**src/hw/rtl/dsrc_pkg.sv**
```systemverilog
// ----------------------------------------------------------------------------
// Download stall/retry controller package
// Shared widths, codes and reset values for the stall watchdog.
// ----------------------------------------------------------------------------
package dsrc_pkg;

  localparam int unsigned BYTE_COUNT_WIDTH = 48;
  localparam int unsigned COUNTER_WIDTH    = 16;

  localparam int unsigned FuncW    = 2;
  localparam int unsigned ActionW  = 2;
  localparam int unsigned WaitRegW = 16;
  localparam int unsigned RstRegW  = 8;
  localparam int unsigned CfgIdxW  = 2;
  localparam int unsigned CfgDataW = 16;

  localparam logic [WaitRegW-1:0] MaxWaitTicksRst     = 16'd600;
  localparam logic [RstRegW-1:0]  MaxErrorRestartsRst = 8'd3;
  localparam logic [WaitRegW-1:0] StallLimitRst       = 16'd20;

  typedef enum logic [FuncW-1:0] {
    FUNC_TICK       = 2'd0,
    FUNC_BEGIN_WAIT = 2'd1,
    FUNC_RESET      = 2'd2
  } func_e;

  typedef enum logic [ActionW-1:0] {
    ACT_WAIT    = 2'd0,
    ACT_REPLAY  = 2'd1,
    ACT_GIVE_UP = 2'd2
  } action_e;

  typedef enum logic [CfgIdxW-1:0] {
    CFG_MAX_WAIT_TICKS     = 2'd0,
    CFG_MAX_ERROR_RESTARTS = 2'd1,
    CFG_STALL_LIMIT        = 2'd2
  } cfg_idx_e;

endpackage

```
**src/hw/rtl/dsrc_intf.sv**
```systemverilog
// ----------------------------------------------------------------------------
// Download stall/retry controller channels
// Valid/ready request and response channels of the watchdog.
// ----------------------------------------------------------------------------
interface dsrc_req_if #(
  parameter int unsigned BYTE_COUNT_WIDTH = dsrc_pkg::BYTE_COUNT_WIDTH
) ();
  logic                              valid;
  logic                              ready;
  logic [dsrc_pkg::FuncW-1:0]        func;
  logic                              progress_known;
  logic [BYTE_COUNT_WIDTH-1:0]       downloaded_bytes;
  logic [BYTE_COUNT_WIDTH-1:0]       total_bytes;
  logic                              entry_errored;

  modport source (
    output valid, func, progress_known, downloaded_bytes, total_bytes, entry_errored,
    input  ready
  );
  modport sink (
    input  valid, func, progress_known, downloaded_bytes, total_bytes, entry_errored,
    output ready
  );
endinterface

interface dsrc_rsp_if ();
  logic                         valid;
  logic                         ready;
  logic [dsrc_pkg::ActionW-1:0] action;

  modport source (output valid, action, input ready);
  modport sink   (input valid, action, output ready);
endinterface

```
**src/hw/rtl/download_stall_retry_controller_core.sv**
```systemverilog
// ----------------------------------------------------------------------------
// Download stall/retry controller
// Tick watchdog answering wait, replay or give-up for a running download.
// ----------------------------------------------------------------------------
// Response path: an accepted request enters the input register; a tick's action
//   is then held in the response register until taken.
// Throughput: one request per cycle (single state update) while rsp_o is free.
// Reset: asynchronous, active low; counters clear, limits return to 600/3/20.
// ----------------------------------------------------------------------------
module download_stall_retry_controller_core #(
  parameter int unsigned BYTE_COUNT_WIDTH = dsrc_pkg::BYTE_COUNT_WIDTH,
  parameter int unsigned COUNTER_WIDTH    = dsrc_pkg::COUNTER_WIDTH
) (
  input  logic                            clk_i,
  input  logic                            rst_ni,
  input  logic                            cfg_we_i,
  input  logic [dsrc_pkg::CfgIdxW-1:0]    cfg_idx_i,
  input  logic [dsrc_pkg::CfgDataW-1:0]   cfg_data_i,
  dsrc_req_if.sink                        req_i,
  dsrc_rsp_if.source                      rsp_o
);

  localparam int unsigned CmpW =
    (COUNTER_WIDTH > dsrc_pkg::WaitRegW) ? COUNTER_WIDTH : dsrc_pkg::WaitRegW;

  // configuration
  logic [dsrc_pkg::WaitRegW-1:0] max_wait_q, stall_lim_q;
  logic [dsrc_pkg::RstRegW-1:0]  max_rst_q;

  always_ff @(posedge clk_i or negedge rst_ni) begin
    if (!rst_ni) begin
      max_wait_q  <= dsrc_pkg::MaxWaitTicksRst;
      max_rst_q   <= dsrc_pkg::MaxErrorRestartsRst;
      stall_lim_q <= dsrc_pkg::StallLimitRst;
    end else if (cfg_we_i) begin
      case (dsrc_pkg::cfg_idx_e'(cfg_idx_i))
        dsrc_pkg::CFG_MAX_WAIT_TICKS:     max_wait_q  <= cfg_data_i;
        dsrc_pkg::CFG_MAX_ERROR_RESTARTS: max_rst_q   <= cfg_data_i[dsrc_pkg::RstRegW-1:0];
        dsrc_pkg::CFG_STALL_LIMIT:        stall_lim_q <= cfg_data_i;
        default: ;
      endcase
    end
  end

  // input register
  logic                          in_vld_q;
  logic [dsrc_pkg::FuncW-1:0]    func_q;
  logic                          known_q, err_q;
  logic [BYTE_COUNT_WIDTH-1:0]   done_q, total_q;

  // watchdog state
  logic [COUNTER_WIDTH-1:0]      wait_q, wait_d, stall_q, stall_d;
  logic [BYTE_COUNT_WIDTH-1:0]   last_q, last_d;
  logic [dsrc_pkg::RstRegW-1:0]  rst_used_q, rst_used_d;

  // response register
  logic                          out_vld_q;
  logic [dsrc_pkg::ActionW-1:0]  action_q;

  logic                          is_tick, out_free, adv;
  logic [COUNTER_WIDTH-1:0]      wait_inc, stall_inc;
  dsrc_pkg::action_e             act;

  assign is_tick  = (dsrc_pkg::func_e'(func_q) == dsrc_pkg::FUNC_TICK);
  assign out_free = !out_vld_q || rsp_o.ready;
  assign adv      = in_vld_q && (out_free || !is_tick);

  assign req_i.ready  = !in_vld_q || adv;
  assign rsp_o.valid  = out_vld_q;
  assign rsp_o.action = action_q;

  assign wait_inc  = (&wait_q)  ? wait_q  : wait_q + 1'b1;
  assign stall_inc = (&stall_q) ? stall_q : stall_q + 1'b1;

  always_comb begin
    wait_d     = wait_q;
    stall_d    = stall_q;
    last_d     = last_q;
    rst_used_d = rst_used_q;
    act        = dsrc_pkg::ACT_WAIT;
    case (dsrc_pkg::func_e'(func_q))
      dsrc_pkg::FUNC_TICK: begin
        wait_d = wait_inc;
        if (CmpW'(wait_inc) > CmpW'(max_wait_q)) begin
          act = dsrc_pkg::ACT_GIVE_UP;
        end else if (err_q) begin
          if (rst_used_q < max_rst_q) begin
            rst_used_d = (&rst_used_q) ? rst_used_q : rst_used_q + 1'b1;
            act        = dsrc_pkg::ACT_REPLAY;
          end else begin
            act = dsrc_pkg::ACT_GIVE_UP;
          end
        end else if (known_q && (total_q != '0) && (done_q >= total_q)) begin
          act = dsrc_pkg::ACT_REPLAY;
        end else if (known_q && (done_q > last_q)) begin
          last_d  = done_q;
          stall_d = '0;
        end else begin
          stall_d = stall_inc;
          if (CmpW'(stall_inc) >= CmpW'(stall_lim_q)) begin
            act = dsrc_pkg::ACT_REPLAY;
          end
        end
      end
      dsrc_pkg::FUNC_BEGIN_WAIT: begin
        wait_d  = '0;
        stall_d = '0;
        last_d  = '0;
      end
      dsrc_pkg::FUNC_RESET: begin
        wait_d     = '0;
        stall_d    = '0;
        last_d     = '0;
        rst_used_d = '0;
      end
      default: ;
    endcase
  end

  always_ff @(posedge clk_i or negedge rst_ni) begin
    if (!rst_ni) begin
      in_vld_q   <= 1'b0;
      out_vld_q  <= 1'b0;
      wait_q     <= '0;
      stall_q    <= '0;
      last_q     <= '0;
      rst_used_q <= '0;
    end else begin
      if (req_i.ready) begin
        in_vld_q <= req_i.valid;
      end
      if (adv) begin
        wait_q     <= wait_d;
        stall_q    <= stall_d;
        last_q     <= last_d;
        rst_used_q <= rst_used_d;
      end
      if (out_free) begin
        out_vld_q <= adv && is_tick;
      end
    end
  end

  always_ff @(posedge clk_i) begin
    if (req_i.valid && req_i.ready) begin
      func_q  <= req_i.func;
      known_q <= req_i.progress_known;
      done_q  <= req_i.downloaded_bytes;
      total_q <= req_i.total_bytes;
      err_q   <= req_i.entry_errored;
    end
    if (adv && is_tick) begin
      action_q <= act;
    end
  end

endmodule

```
**src/flat_wrapper.sv**
```systemverilog
// flat-port wrapper written by rule: the top's interface ports become plain ports
module download_stall_retry_controller_core_flat 
#(
  parameter int unsigned BYTE_COUNT_WIDTH = dsrc_pkg::BYTE_COUNT_WIDTH,
  parameter int unsigned COUNTER_WIDTH    = dsrc_pkg::COUNTER_WIDTH
)
  (clk_i, rst_ni, cfg_we_i, cfg_idx_i, cfg_data_i, req_i_valid, req_i_func, req_i_progress_known, req_i_downloaded_bytes, req_i_total_bytes, req_i_entry_errored, req_i_ready, rsp_o_valid, rsp_o_action, rsp_o_ready);
  dsrc_req_if #(.BYTE_COUNT_WIDTH(BYTE_COUNT_WIDTH)) req_i_i ();
  dsrc_rsp_if rsp_o_i ();
  input  logic clk_i;
  input  logic rst_ni;
  input  logic cfg_we_i;
  input  logic [dsrc_pkg::CfgIdxW-1:0] cfg_idx_i;
  input  logic [dsrc_pkg::CfgDataW-1:0] cfg_data_i;
  input wire logic [$bits(req_i_i.valid)-1:0] req_i_valid;
  input wire logic [$bits(req_i_i.func)-1:0] req_i_func;
  input wire logic [$bits(req_i_i.progress_known)-1:0] req_i_progress_known;
  input wire logic [$bits(req_i_i.downloaded_bytes)-1:0] req_i_downloaded_bytes;
  input wire logic [$bits(req_i_i.total_bytes)-1:0] req_i_total_bytes;
  input wire logic [$bits(req_i_i.entry_errored)-1:0] req_i_entry_errored;
  output wire logic [$bits(req_i_i.ready)-1:0] req_i_ready;
  output wire logic [$bits(rsp_o_i.valid)-1:0] rsp_o_valid;
  output wire logic [$bits(rsp_o_i.action)-1:0] rsp_o_action;
  input wire logic [$bits(rsp_o_i.ready)-1:0] rsp_o_ready;
  assign req_i_i.valid = req_i_valid;
  assign req_i_i.func = req_i_func;
  assign req_i_i.progress_known = req_i_progress_known;
  assign req_i_i.downloaded_bytes = req_i_downloaded_bytes;
  assign req_i_i.total_bytes = req_i_total_bytes;
  assign req_i_i.entry_errored = req_i_entry_errored;
  assign req_i_ready = req_i_i.ready;
  assign rsp_o_valid = rsp_o_i.valid;
  assign rsp_o_action = rsp_o_i.action;
  assign rsp_o_i.ready = rsp_o_ready;
  download_stall_retry_controller_core #(.BYTE_COUNT_WIDTH(BYTE_COUNT_WIDTH), .COUNTER_WIDTH(COUNTER_WIDTH)) u_core (.clk_i(clk_i), .rst_ni(rst_ni), .cfg_we_i(cfg_we_i), .cfg_idx_i(cfg_idx_i), .cfg_data_i(cfg_data_i), .req_i(req_i_i), .rsp_o(rsp_o_i));
endmodule
```
**config.mk**
```make
export PLATFORM = sky130hd
export DESIGN_NAME = download_stall_retry_controller_core_flat
export DESIGN_NICKNAME = d
export VERILOG_FILES = /design/src/hw/rtl/dsrc_pkg.sv /design/src/hw/rtl/dsrc_intf.sv /design/src/hw/rtl/download_stall_retry_controller_core.sv /design/src/flat_wrapper.sv
export SDC_FILE = /design/constraint.sdc
export NUM_CORES = 1
export LEC_CHECK = 0
export BUFFER_PORTS_ARGS = -buffer_cell sky130_fd_sc_hd__buf_2
export CAP_MARGIN = 10
export CORE_ASPECT_RATIO = 1.25
export CORE_MARGIN = 2
export CORE_UTILIZATION = 35
export DETAILED_ROUTE_END_ITERATION = 8
export GPL_TIMING_DRIVEN = 0
export MAX_ROUTING_LAYER = met4
export SYNTH_ARGS = -nofsm -noshare
export SYNTH_HDL_FRONTEND = slang
export SYNTH_SLANG_ARGS = --single-unit
```
**constraint.sdc**
```tcl
create_clock -name clk_i -period 4.9 [get_ports clk_i]
set_clock_uncertainty 0.05 [all_clocks]
set_input_delay 0.49 -clock clk_i [delete_from_list [all_inputs] [get_ports clk_i]]
set_output_delay 0.49 -clock clk_i [all_outputs]
set_load 0.05 [all_outputs]
```
==> results of run 1 <==
[registers in the layout, summed over array words and instances, names as in the netlist, 8 cells and up]
register and flops:
u_core.done_q 48, u_core.last_q 48, u_core.max_rst_q 8, u_core.max_wait_q 16, u_core.rst_used_q 8, u_core.stall_lim_q 16
u_core.stall_q 16, u_core.total_q 48, u_core.wait_q 16
[cells in the final DEF, fill, tap and decap left out, types with 4 or more instances in the layout]
cell       Yosys  layout
a211oi_1      10      10
nor2_1        49      49
mux2i_1       11      11
o211ai_1       4       4
a221o_1       10      10
xnor2_1       14      14
nand3_1       26      25
ha_1         141     141
inv_1        147     147
and4_1         5       5
buf_6          6       7
nand4_1       25      25
o31ai_1        4       4
dfstp_2        8       8
and3_1        13      13
clkinv_2       0       4
mux2_2        31      31
a22o_1        53      53
bufinv_16      0       6
a21oi_1       63      63
clkinv_4       0       4
o21ai_0       65      65
nand2_1       74      74
nor3_1        15      14
nor4_1        15      15
clkbuf_16      0      27
xor2_1         8       8
buf_2          6     130
clkbuf_1      17      19
a21o_1        10      10
nand2b_1      18      18
nor2b_1        8       8
nor3b_1        5       5
buf_4          3       9
dfrtp_1      122     122
edfxtp_1     102     102
[report_power, final]
| part | switching [W] | internal (W) | leakage, nW | total, W |
|---|---|---|---|---|
| clock | 0.000843 | 0.00133 | 0.466 | 0.00217 |
| sequential | 0.000123 | 0.00221 | 2.68 | 0.00233 |
| combinational | 0.000433 | 0.000340 | 3.55 | 0.000774 |
| total | 0.00140 | 0.00388 | 6.70 | 0.00528 |
[synth_stat cells (10+ instances only)]
| cell type | count |
|---|---|
| a21o_1 | 10 |
| nor3_1 | 15 |
| a211oi_1 | 10 |
| nor2_1 | 49 |
| a221o_1 | 10 |
| nor4_1 | 15 |
| o21ai_0 | 65 |
| clkbuf_1 | 17 |
| nand2_1 | 74 |
| ha_1 | 141 |
| a22o_1 | 53 |
| mux2_2 | 31 |
| nand3_1 | 26 |
| nand4_1 | 25 |
| nand2b_1 | 18 |
| edfxtp_1 | 102 |
| mux2i_1 | 11 |
| xnor2_1 | 14 |
| dfrtp_1 | 122 |
| and3_1 | 13 |
| a21oi_1 | 63 |
| inv_1 | 147 |
[stage by stage]
stage	total power, W	hold slack (ns)
2_1_floorplan	0.00286	0.144
3_3_place_gp	0.00311	0.437
3_5_place_dp	0.00315	0.383
4_1_cts	0.00534	0.0444
5_1_grt	0.00555	0.0516
6_report	0.00528	0.0735
[area by class of cell]
cell class	count	area [um^2]
flip-flops and latches	232	6330
inverters	148	556
repair buffers	135	747
multi-input cells	732	5620
plain buffers	32	186
well taps	474	593
clock buffers	29	683
clock inverters	18	269
fillers	3462	20500
[worst reg2reg max path, cell delays in order, from the launching register on]
cell and delay, ns:
dfrtp_1 0.32, clkbuf_1 0.29, nand4_1 0.15, buf_4 0.19, nor4_4 0.24, nand3_4 0.18, nand4_1 0.18, nor2_1 0.10
xor2_1 0.16, ha_1 0.33, nand4_1 0.12, or4_1 0.57, a21o_1 0.20, a32oi_2 0.29, inv_2 0.06, a32oi_1 0.30
clkbuf_4 0.27, nor3_1 0.11, a221o_1 0.33
[worst min path at each step]
stage                         endpoint  slack, ns  cells after the start
floorplan              u_core.in_vld_q       0.14                      0
global placement     u_core.last_q[44]       0.44                      1
finish                u_core.func_q[1]       0.07                      1
global route         u_core.done_q[38]       0.05                      1
detailed placement   u_core.stall_q[6]       0.38                      1
CTS                 u_core.total_q[32]       0.04                      1
[routing by layer]
metal / global-route usage, % / vias to the layer above / part of all wire (%)
li1: - / 4478 / -
met1: 20.2 / 4377 / 44
met2: 29.4 / 179 / 50
met3: 1.89 / 51 / 3.5
met4: 4.82 / 0 / 2.5
met5: - / - / 0
[kinds of logic (layout without fill, tap and decap cells)]
| logic type | after synthesis | in the layout |
|---|---|---|
| flip-flops | 232 | 232 |
| AND/OR/NAND/NOR | 273 | 273 |
| XOR/XNOR | 22 | 22 |
| AO/OA/AOI/OAI | 254 | 254 |
| adder cells (fa/ha/maj) | 141 | 141 |
| multiplexers | 42 | 42 |
| buffers and inverters | 180 | 362 |
[what timing repair did]
item	4_1_cts	5_1_grt
hold buffers	1	0
endpoints found under the setup margin	72	72
setup buffers	1	5
pin swaps	1	2
endpoints found under the hold margin	37	0
gates cloned	0	0
resized for setup	4	3
==> results.tsv, run 1 <==
stage	metric	value	unit
synth	yosys.area.top_type	edfxtp_1	
critical_path	cp_top_family	simple AND/OR/NAND/NOR gates	
cells_and_area	final_area	15000	um^2
outcome	outcome	completed	
cells_and_area	antenna_cells	0	
cells_and_area	drive_gt1_share	19.3	%
grt	grt_start_max_net_pins	94	
critical_path	worstSetupStartpointType	flop	
timing	hold_viol_final	0	
critical_path	critPathMaxStageDelay	0.57	ns
critical_path	worst_ep_arrival_time	4.96	ns
critical_path	path_cells	clkbuf_1 > nand4_1 > buf_4 > nor4_4 > nand3_4 > nand4_1 > nor2_1 > xor2_1 > ha_1 > nand4_1 > or4_1 > a21o_1 > a32oi_2 > inv_2 > a32oi_1 > clkbuf_4 > nor3_1 > a221o_1	
synth	synth_fp_nets	1408	
cts	cts_max_path_buffers	3	
power	p_leak	6.70	nW
critical_path	reg2reg_slack	0.31	ns
synth	synth_ff_type	dfrtp_1	
timing	fin_ws	0.313	ns
floorplanning	num_rows	77	
synth	synth_top_family_by_area	adder cells	
critical_path	r2r_start	u_core.wait_q[3]	
grt	grt.overflow.total	0	
floorplanning	core-area	35500	um^2
power	ir_worst_vdd	327	uV
timing	worst_slew_pin_slew	0.831	ns
place	dpl_cell_area	13900	um^2
power	powerDensity	352	nW/um^2
critical_path	slowest_stage	or4_1	
critical_path	path_max_fanout	10	
floorplanning	pin_count	127	
cells_and_area	instances_no_fill	1800	
timing	min_period	4.59	ns
critical_path	crit_type	flop to flop	
synth	synth.area.top_cells	edfxtp_1, dfrtp_1, ha_1	
synth	ys_ff_latch	232	
critical_path	path_common_cell	nand4_1	
grt	first_global_vias	9490	
cts	path_clk_slew	0.06	ns
place	pre_cts_ws	-0.484	ns
synth	synth_area_per_cell	11.1	um^2
hold_path	hp-start	req_i_func[1]	
critical_path	path_buf_inv	4	
hold_path	hp-class	input port to flop	
routing	wl_per_cell	16.8	um
timing	fmax	218	MHz
synth	synth_edf_count	102	
routing	firstDrtPassIters	5	
place	io_buffers	126	
synth	synthesis.area	12600	um^2
timing	maxSlewViolCount	0	
place	place_inst	1746	
critical_path	r2r_cells	18	
critical_path	critical_path_required	5.27	ns
grt	antenna_found_initial	0	
synth	synthAdderAreaFrac	14.0	%
synth	async_flop_share	56.0	%
timing	slew_headroom	44.1	%
routing	final_antenna_net_count	0	
cts	cts_sinks	232	
synth	synth_compound_area_share	13.7	%
critical_path	crit_start	u_core.wait_q[3]	
routing	drtIter0Drc	463	
floorplanning	die_h	217	um
synth	synth_mux_area_share	3.63	%
critical_path	worstSetupEndpointType	flop	
synth	yosysUniqueCellTypes	66	
synth	ys_warn_count	0	
critical_path	cp.depth	18	
critical_path	reg2reg_to	u_core.stall_q[11]	
cells_and_area	final_nets	1571	
critical_path	endpoint	u_core.stall_q[11]	
synth	syn-instance-count	1144	
floorplanning	die_width	174	um
cts	cts_inserted_buffers	26	
cells_and_area	fin_util	42.3	%
synth	synth_top_area_share	24.2	%
cts	htree_levels	1	
routing	routed_wirelength	30.2	mm
synth	yosys.area_share.simple	11.3	%
routing	drc	0	
floorplanning	initial_core_util	35.7	%
place	dp_hpwl	23.0	mm
cells_and_area	area_growth	18.5	%
timing	fin_crit_sh	93.6	%
place	gp_congestion	0.846	
cts	cts_tree	built	
timing	finalSetupTns	0	ns
floorplanning	die_area	37700	um^2
synth	ys_seq_area_share	50.0	%
synth	synth-xor-area-share	1.52	%
timing	finalSetupViolations	0	
routing	viasPerCell	5.05	
routing	dr_total_vias	9085	
grt	grt_use_total	16.7	%
grt	grt_first_pass_wirelength	49.2	mm
run	drv_cap	0	
cts	clock_latency	0.54	ns
cts	root_buffer	clkbuf_16	
Power figures use the tool's default switching activity.
==> run 2: changes to the inputs <==
Settings changed: CORE_UTILIZATION 35 to 60, PLACE_DENSITY set to 0.88.
==> results.tsv, run 2 (synthesized netlist as in run 1, its figures left out) <==
stage	metric	value	unit	change
critical_path	r2r_start	u_core.wait_q[1]		
cells_and_area	most-common-layout-cells	inv_1, ha_1, buf_2		
place	dp_hpwl	21.4	mm	-7.1%
critical_path	path_common_cell	ha_1		
timing	grt_setup_unrepaired	false		
critical_path	reg2reg_slack	0.28	ns	-0.03 ns
cts	root_buffer	clkbuf_16		
hold_path	hp-class	input port to flop		
timing	worst_slew_pin_slew	0.763	ns	-0.0676 ns
place	place_inst	1546		-11%
critical_path	worstSetupStartpointType	flop		
routing	routed_wirelength	29.0	mm	-3.7%
cts	cts_max_path_buffers	3		unchanged
cells_and_area	antenna_cells	0		unchanged
critical_path	reg2reg_to	u_core.stall_q[9]		
cells_and_area	area_growth	15.9	%	
cells_and_area	final_nets	1567		-0.25%
routing	final_antenna_net_count	0		unchanged
floorplanning	num_rows	59		-23%
floorplanning	die_area	22300	um^2	-41%
routing	drtIter0Drc	710		+53%
timing	min_period	4.62	ns	+0.0339 ns
grt	grt_use_total	27.7	%	+11 points
floorplanning	core-area	20700	um^2	-41%
place	gp_congestion	0.917		+8.4%
cells_and_area	instances_no_fill	1595		-11%
grt	first_global_vias	9997		+5.3%
timing	fin_crit_sh	94.3	%	+0.69 points
timing	slew_headroom	49.0	%	+4.9 points
timing	fmax	216	MHz	-0.73%
timing	hold_viol_final	0		unchanged
timing	finalSetupTns	0	ns	unchanged
floorplanning	die_h	166	um	-23%
critical_path	path_buf_inv	3		-1
critical_path	cp_top_family	simple AND/OR/NAND/NOR gates		
critical_path	path_max_fanout	10		unchanged
cells_and_area	final_common_cell	inv_1		
run	drv_cap	0		unchanged
routing	dr_total_vias	9543		+5.0%
power	p_leak	6.66	nW	-0.68%
floorplanning	pin_count	127		unchanged
grt	grt_first_pass_wirelength	48.4	mm	-1.7%
cells_and_area	final_area	14700	um^2	-2.2%
power	power	0.00517	W	-2.1%
critical_path	r2r_cells	18		unchanged
critical_path	cp.depth	18		unchanged
timing	maxSlewViolCount	0		unchanged
outcome	outcome	completed		
cells_and_area	drive_gt1_share	18.9	%	-0.38 points
critical_path	worst_ep_arrival_time	4.97	ns	about the same
critical_path	crit_type	flop to flop		
routing	wl_per_cell	18.2	um	+8.6%
floorplanning	die_width	134	um	-23%
critical_path	critPathMaxStageDelay	0.60	ns	+0.03 ns
critical_path	crit_start	u_core.wait_q[1]		
critical_path	endpoint	u_core.stall_q[9]		
cts	clock_latency	0.53	ns	about the same
place	dpl_cell_area	13700	um^2	-1.8%
cells_and_area	top_regs	u_core.done_q x48, u_core.last_q x48, u_core.total_q x48		
power	ir_worst_vdd	478	uV	+46%
cts	cts_sinks	232		unchanged
power	powerDensity	353	nW/um^2	+0.11%
critical_path	slowest_stage	or4_1		
hold_path	holdPathStages	1		unchanged
cts	cts_tree	built		
critical_path	path_cells	ha_1 > nand3_1 > nor4_4 > nand3_4 > nand4_1 > buf_4 > nor2_1 > xnor2_1 > ha_1 > nand2_1 > or4_1 > a21o_1 > a32oi_2 > inv_2 > a32oi_1 > buf_2 > nor3_1 > a221o_1		
cts	htree_levels	1		unchanged
cts	cts_inserted_buffers	24		-7.7%
floorplanning	initial_core_util	61.0	%	+25 points
critical_path	critical_path_required	5.25	ns	-0.02 ns
routing	firstDrtPassIters	6		+1
cts	path_clk_slew	0.07	ns	about the same
timing	finalSetupViolations	0		unchanged
grt	antenna_found_initial	0		unchanged
grt	grt.overflow.total	0		unchanged
routing	drc	0		unchanged
routing	viasPerCell	5.98		+19%
place	io_buffers	126		unchanged
critical_path	worstSetupEndpointType	flop		
grt	grt_start_max_net_pins	82		-13%
[run 2: cell types whose count changed in the layout (fill, tap and decap cells not counted), moves of 2 or more]
cell | previous run | this run
inv_6 | 3 | 0
clkbuf_1 | 19 | 17
clkbuf_16 | 27 | 25
clkinv_1 | 0 | 2
clkinvlp_4 | 1 | 3
[run 2: layout make-up]
| cell class | count | area [um^2] |
|---|---|---|
| Tap cell | 274 | 343 |
| Timing Repair Buffer | 134 | 739 |
| Buffer | 31 | 180 |
| Inverter | 148 | 556 |
| Clock buffer | 27 | 643 |
| Multi-Input combinational cell | 732 | 5620 |
| Sequential cell | 232 | 6330 |
| Clock inverter | 17 | 251 |
| Fill cell | 1414 | 6090 |
[run 2: report_power, final]
part	internal, W	switching (W)
registers	0.00221	0.000137
logic	0.000344	0.000436
clock network	0.00126	0.000779
[run 2: worst min-delay path by stage]
stage	from	to	slack [ns]
global placement	u_core.last_q[34]	u_core.last_q[34]	0.44
floorplan	rst_ni	u_core.in_vld_q	0.14
CTS	req_i_total_bytes[37]	u_core.total_q[37]	0.07
detailed placement	rst_ni	u_core.stall_q[6]	0.42
global route	req_i_downloaded_bytes[30]	u_core.done_q[30]	0.07
finish	req_i_downloaded_bytes[4]	u_core.done_q[4]	0.09
[run 2: timing repair]
action / 4_1_cts / 5_1_grt
pin swaps: 2 / 1
gates resized for setup: 2 / 3
buffers inserted: 4 / 1
hold buffers: 1 / 0
cloned: 0 / 0
endpoints found under the hold margin: 49 / 0
endpoints found under the setup margin: 72 / 72
[run 2: routing by layer]
metal  wire (um)  GRT usage, %
met2       15200          49.2
met3        1440          3.66
met4        1180          10.7
met1       11300          31.6
met5           0             -
[run 2: per-stage QoR]
| stage | utilization [%] | setup slack (ns) | hold WS [ns] |
|---|---|---|---|
| CTS | 70.5 | 0.0803 | 0.0722 |
| floorplan | - | 0.567 | 0.144 |
| finish | 70.6 | 0.279 | 0.0886 |
| global placement | 65.6 | -0.317 | 0.438 |
| detailed placement | 66.0 | -0.441 | 0.424 |
| global route | 70.6 | 0.0271 | 0.0654 |
